### config.mk
export PLATFORM = sky130hd
export DESIGN_NAME = pss_cell
export DESIGN_NICKNAME = d
export VERILOG_FILES = /design/src/rtl/pss_pkg.sv /design/src/rtl/pss_cell.sv
export SDC_FILE = /design/constraint.sdc
export NUM_CORES = 1
export LEC_CHECK = 0
export CORE_AREA = 2 2 134 136
export DETAILED_ROUTE_END_ITERATION = 8
export DIE_AREA = 0 0 136 138
export DONT_BUFFER_PORTS = 1
export PLACE_DENSITY = 0.43
export SKIP_LAST_GASP = 1
export SLEW_MARGIN = 10
export SYNTH_ARGS = -nofsm -noshare
export SYNTH_HDL_FRONTEND = slang
export SYNTH_SLANG_ARGS = --single-unit
export TNS_END_PERCENT = 5
### constraint.sdc
create_clock -name clk_i -period 2.75 [get_ports clk_i]
set_input_delay 0.275 -clock clk_i [delete_from_list [all_inputs] [get_ports clk_i]]
set_output_delay 0.275 -clock clk_i [all_outputs]
set_load 0.005 [all_outputs]
### src/rtl/pss_pkg.sv
// ----------------------------------------------------------------------------
// Positional sequence store package
// Shared constants, codes and word types of the positional sequence store.
// ----------------------------------------------------------------------------
package pss_pkg;

  localparam int CAPACITY    = 1024;
  localparam int VALUE_W     = 64;
  localparam int POS_W       = 11;
  localparam int COUNT_W     = 11;
  localparam int IDX_W       = (CAPACITY > 1) ? $clog2(CAPACITY) : 1;
  localparam int CMP_W       = (IDX_W > POS_W) ? IDX_W : POS_W;
  localparam int TREE_LEVELS = (IDX_W + 1) / 2;
  localparam int TREE_LEAVES = 1 << (2 * TREE_LEVELS);
  localparam int STEP_W      = $clog2(TREE_LEVELS + 1);

  typedef enum logic [1:0] {
    ActInsert = 2'd0,
    ActRemove = 2'd1,
    ActGet    = 2'd2,
    ActClear  = 2'd3
  } action_e;

  typedef enum logic [1:0] {
    StOk    = 2'd0,
    StRange = 2'd1,
    StFull  = 2'd2
  } status_e;

  typedef struct packed {
    action_e              action;
    logic [POS_W-1:0]     position;
    logic [VALUE_W-1:0]   value;
  } item_t;

  typedef struct packed {
    logic [VALUE_W-1:0]   read_value;
    logic [COUNT_W-1:0]   element_count;
    status_e              status;
  } result_t;

  typedef struct packed {
    logic                 shift_ins;
    logic                 shift_rem;
    logic [CMP_W-1:0]     pos;
    logic [VALUE_W-1:0]   value;
  } cell_ctrl_t;

endpackage

### src/rtl/pss_cell.sv
// ----------------------------------------------------------------------------
// Positional sequence store cell
// Holds one entry; at or above the position, takes the value or left neighbour's word
// on insert and right neighbour's word on remove; offers its word when its index is selected.
// ----------------------------------------------------------------------------
module pss_cell (
  input  logic                        clk_i,
  input  pss_pkg::cell_ctrl_t         ctrl_i,
  input  logic [pss_pkg::IDX_W-1:0]   idx_i,
  input  logic [pss_pkg::VALUE_W-1:0] left_i,
  input  logic [pss_pkg::VALUE_W-1:0] right_i,
  output logic [pss_pkg::VALUE_W-1:0] data_o,
  output logic [pss_pkg::VALUE_W-1:0] read_o
);
  import pss_pkg::*;

  logic [VALUE_W-1:0] data_q, data_d;
  logic [CMP_W-1:0]   idx_ext;

  assign idx_ext = CMP_W'(idx_i);

  always_comb begin
    data_d = data_q;
    if (ctrl_i.shift_ins) begin
      if (idx_ext == ctrl_i.pos) begin
        data_d = ctrl_i.value;
      end else if (idx_ext > ctrl_i.pos) begin
        data_d = left_i;
      end
    end else if (ctrl_i.shift_rem && (idx_ext >= ctrl_i.pos)) begin
      data_d = right_i;
    end
  end

  always_ff @(posedge clk_i) begin
    data_q <= data_d;
  end

  assign data_o = data_q;
  assign read_o = (idx_ext == ctrl_i.pos) ? data_q : '0;

endmodule

# --- Yosys cells after proc, flatten, opt, wreduce, memory -nomap -nowiden ---
# Cells that the tools add are included.
word_totals:
  regBits: 64
  input_bits: 216
  out_inout_bits: 128
  wordCells: 13
op_classes:
  order_cmp: 2
  n_eq_ne: 2
  mux: 5
  n_reduce_logical: 3
ops:
  columns: ["cell", "count"]
  rows:
  - ["64-bit two-way mux", 5]
  - ["10-bit by 11-bit equality test with 1-bit output", 1]
  - ["10-bit by 11-bit >= comparator with 1-bit output", 1]
  - ["10-bit by 11-bit > comparator with 1-bit output", 1]
  - ["3-bit by 1-bit inequality test with 1-bit output, second input constant", 1]
  - ["2-bit AND reduction", 1]
  - ["2-bit nonzero test", 1]
  - ["1-bit logical AND", 1]

# --- Logic depth before layout (Yosys ltp) ---
depth:
  depth_word: 4
  ltp_mapped: 8
  depth_no_buf: 6

# --- Least setup slack after synthesis ---
# OpenSTA, ideal clock, no wires.
synth_timing:
  kind: "input port to flip-flop"
  start: "in ctrl_i[73] (netlist name)"
  end: "reg data_q[0], in the netlist data_o[0], enable pin"
  setup_ps: 432
  arrival_time_ps: 2595
  required_time_ps: 2318
  slack_ps: -277
  cell_stages: 5
  n_path_buf: 0
  path_cell_list: "inv_1 > ha_1 > nand4b_2 > a211oi_1 > o32a_1"
synth_between:
  elab_chain_cells: 4
  elab_cells_between_ends: 7
  cone_classes: "2 x order compare; 2 x eq/ne; 3 x reduce/logical"
synth_rtl:
  columns: ["element", "line", "source"]
  rows:
  - ["start: declaration", "pss_cell.sv:8", "input pss_pkg::cell_ctrl_t ctrl_i,"]
  - ["10-bit by 11-bit >= comparator with 1-bit output", "pss_cell.sv:30", "end else if (ctrl_i.shift_rem && (idx_ext >= ctrl_i.pos)) begin"]
  - ["1-bit logical AND", "pss_cell.sv:30", null]
  - ["2-bit nonzero test (no line)", null, null]
  - ["2-bit AND reduction (no line) (*)", null, null]
  - ["end signal: assignment", "pss_cell.sv:36", "data_q <= data_d;"]
  - ["end: declaration", "pss_cell.sv:17", "logic [VALUE_W-1:0] data_q, data_d;"]
# Every way passes the cells marked *; elsewhere a longest branch is shown, timed or not.
# A chain may end at the register's enable or synchronous reset.

# --- Final worst setup path ---
layout_timing:
  start: "in ctrl_i[73] (netlist name)"
  end: "out read_o[21] (netlist name)"
layout_between:
  elab_chain_cells: 2
layout_rtl:
  columns: ["element", "line", "source"]
  rows:
  - ["10-bit by 11-bit equality test with 1-bit output", "pss_cell.sv:40", "assign read_o = (idx_ext == ctrl_i.pos) ? data_q : '0;"]
  - ["64-bit two-way mux", "pss_cell.sv:40", null]
  - ["end: declaration", "pss_cell.sv:13", "output logic [pss_pkg::VALUE_W-1:0] read_o"]
# Every way passes these cells.

==> summary.md <==
| Metric | Value |
|---|---|
| Sum of negative setup slack | 0 ns |
| Hold Crit Class | input pin to flop |
| GRT Total Usage | 10.64% |
| Die Footprint | 18770 um2 |
| Ant diodes | 0 |
| PortBufs | 0 |
| Worst setup startpoint | ctrl_i[73] |
| Yosys cell types | 18 |
| Root Buffer | clkbuf_16 |
| Worst-margin pin slew | 0.4967 ns |
| Die width | 136 um |
| Unrepaired setup endpoints after global routing | false |
| Vias in the first global route | 2830 |
| DR iter-0 viols | 109 |
| Avg Vias per Cell | 4.715 |
| GRT overflow | 0 |
| Clock slew at reported path FFs | 0.06 ns |
| Fin crit period | 2.170 ns |
| Max VDD drop | 255.6 uV |
| Post-CTS Setup Bufs | 0 |
| PD cells | 587.8 nW/um2 |
| Largest net degree at the start of global routing | 130 |
| Final setup fails | 0 |
| Post-layout util | 25.55% |
| Row cnt | 49 |
| Vert. Die Dim | 138 um |
| Antenna Nets Post-Route | 0 |
| DP Wirelength | 7899 um |
| Slew Viols, Final | 0 |
| # DRC | 0 |
| Worst Path Required | 2.48 ns |
| Via count | 2857 |
| Critical path fanouts, max | 60 |
| Nets | 598 |
| I/O pin total | 344 |
| Area growth, synth to finish | 13.36% |
| CTS tree | done |
| Mapped Avg Cell Area | 10.29 um2 |
| Synth Cell Area | 3951 um2 |
| Layout cell share with drive strength beyond 1 | 5.305% |
| Setup WS post-layout | 0.5799 ns |
| Core Box Area | 17530 um2 |
| Status | finished, final reports clean |
| Total Routed Length | 10470 um |
| Number of H-tree levels | 3 |
| Worst slew margin | 66.78% |
| Seq cells post-synth | 64 |
| Max cap viols | 0 |
| Ys Warns | 0 |
| Commonest non-fill, non-tap cell in the layout | a21oi_1 |
| Synthesized Nets | 610 |
| LEAKAGE | 1.481 nW |
| CTS hold repair buffers | 0 |
| Gpl congestion | 0.7897 |
| PostCTS Resize Cnt | 0 |
| Critical path startpoint category | input pin |
| Final Hold Fails | 0 |
| First-pass GRT wire length | 15000 um |
| Total clock sinks | 64 |
| Setup WS pre-CTS | 0.4800 ns |
| Setup CP Type | input pin to primary output |
| Max FFs per register | 64 |
| Post-Syn Instances | 384 |
| Sequential fraction of the synthesis area | 48.64% |
| Most frequent cells in the layout | a21oi_1, mux2i_1, nor2_1, and2_1, edfxtp_1 |
| Final worst-path cycle share | 78.91% |
| Crit end category | primary output |
| WL/cell | 17.27 um |
| Starting Density | 22.53% |
| Initial antenna violation count | 0 |
| CP endpoint | read_o[21] |
| Worst EP arrival | 1.90 ns |
| Num CTS Buffers | 9 |
| Maximum clock frequency | 460.8 MHz |
| Drt pass-1 iters | 4 |
| Clk buf depth | 2 |
| Overall Power | 2.633 mW |
==> area by class of cell <==
class	count	area, um2
clock buffer	12	236.5
tap	229	286.5
multi-input combinational	282	1853
fill	1859	13060
clock inverter	4	68.82
inverter	10	37.54
timing repair buffer	5	75.07
sequential	64	1922
==> worst min path at each step <==
stage                            to       start  slack [ns]  depth (start not counted)
after floorplan           data_o[0]  right_i[0]        0.50                          2
after global placement    data_o[2]  ctrl_i[76]        0.49                          1
after detailed placement  data_o[4]  ctrl_i[76]        0.50                          1
after CTS                 data_o[4]  ctrl_i[76]        0.13                          1
after global routing      data_o[4]  ctrl_i[76]        0.14                          1
final                     data_o[4]  ctrl_i[76]        0.16                          1
==> cells by family (layout without fill, tap and decap cells) <==
| kind of cell | after synthesis | in the layout | share of synthesized area (%) |
|---|---|---|---|
| flip-flops | 64 | 64 | 48.64 |
| multiplexers | 64 | 64 | 16.21 |
| adder cells (fa/ha/maj) | 10 | 10 | 3.167 |
| buffers and inverters | 38 | 31 | 4.940 |
| AND/OR/NAND/NOR | 136 | 136 | 17.67 |
| AO/OA/AOI/OAI | 72 | 72 | 9.373 |
==> per-stage QoR <==
step	std cells	area (um2)	hold WS [ns]
floorplan	384	3953	0.5006
global placement	590	4174	0.4913
detailed placement	590	4174	0.4977
CTS	606	4479	0.1294
global route	606	4479	0.1384
finish	606	4479	0.1574
==> metal layers <==
metal / track usage, % / part of all wire, %
met2: 19.23 / 52
met5: 0 / 0
met3: 2.860 / 8.2
met1: 11.17 / 37
met4: 5.428 / 2.1
==> where the power goes <==
group	switching (mW)	total (mW)	internal, mW
logic	0.0966	0.172	0.0756
clock network	0.405	1.19	0.790
registers	0.0690	1.27	1.20
total	0.571	2.63	2.06
==> Yosys cell counts, drive strengths merged <==
master	n	area, um2
a211oi	1	7.510
a21o	1	7.510
a21oi	69	345.3
and2	64	400.4
buf	8	82.57
clkbuf	20	75.07
edfxtp	64	1922
ha	10	125.1
inv	10	37.54
mux2i	64	640.6
nand2b	1	6.260
nand3	4	20.02
nand4	1	6.260
nand4b	1	15.01
nor2	64	240.2
nor3	1	10.01
o32a	1	10.01
==> critical path, cell delays in order <==
cell,delay [ns]
inv_1,0.02
ha_1,0.32
nand4b_2,0.17
nor3_4,0.47
buf_12,0.32
and2_1,0.24
Note: power is estimated with default switching activity, not from simulation.
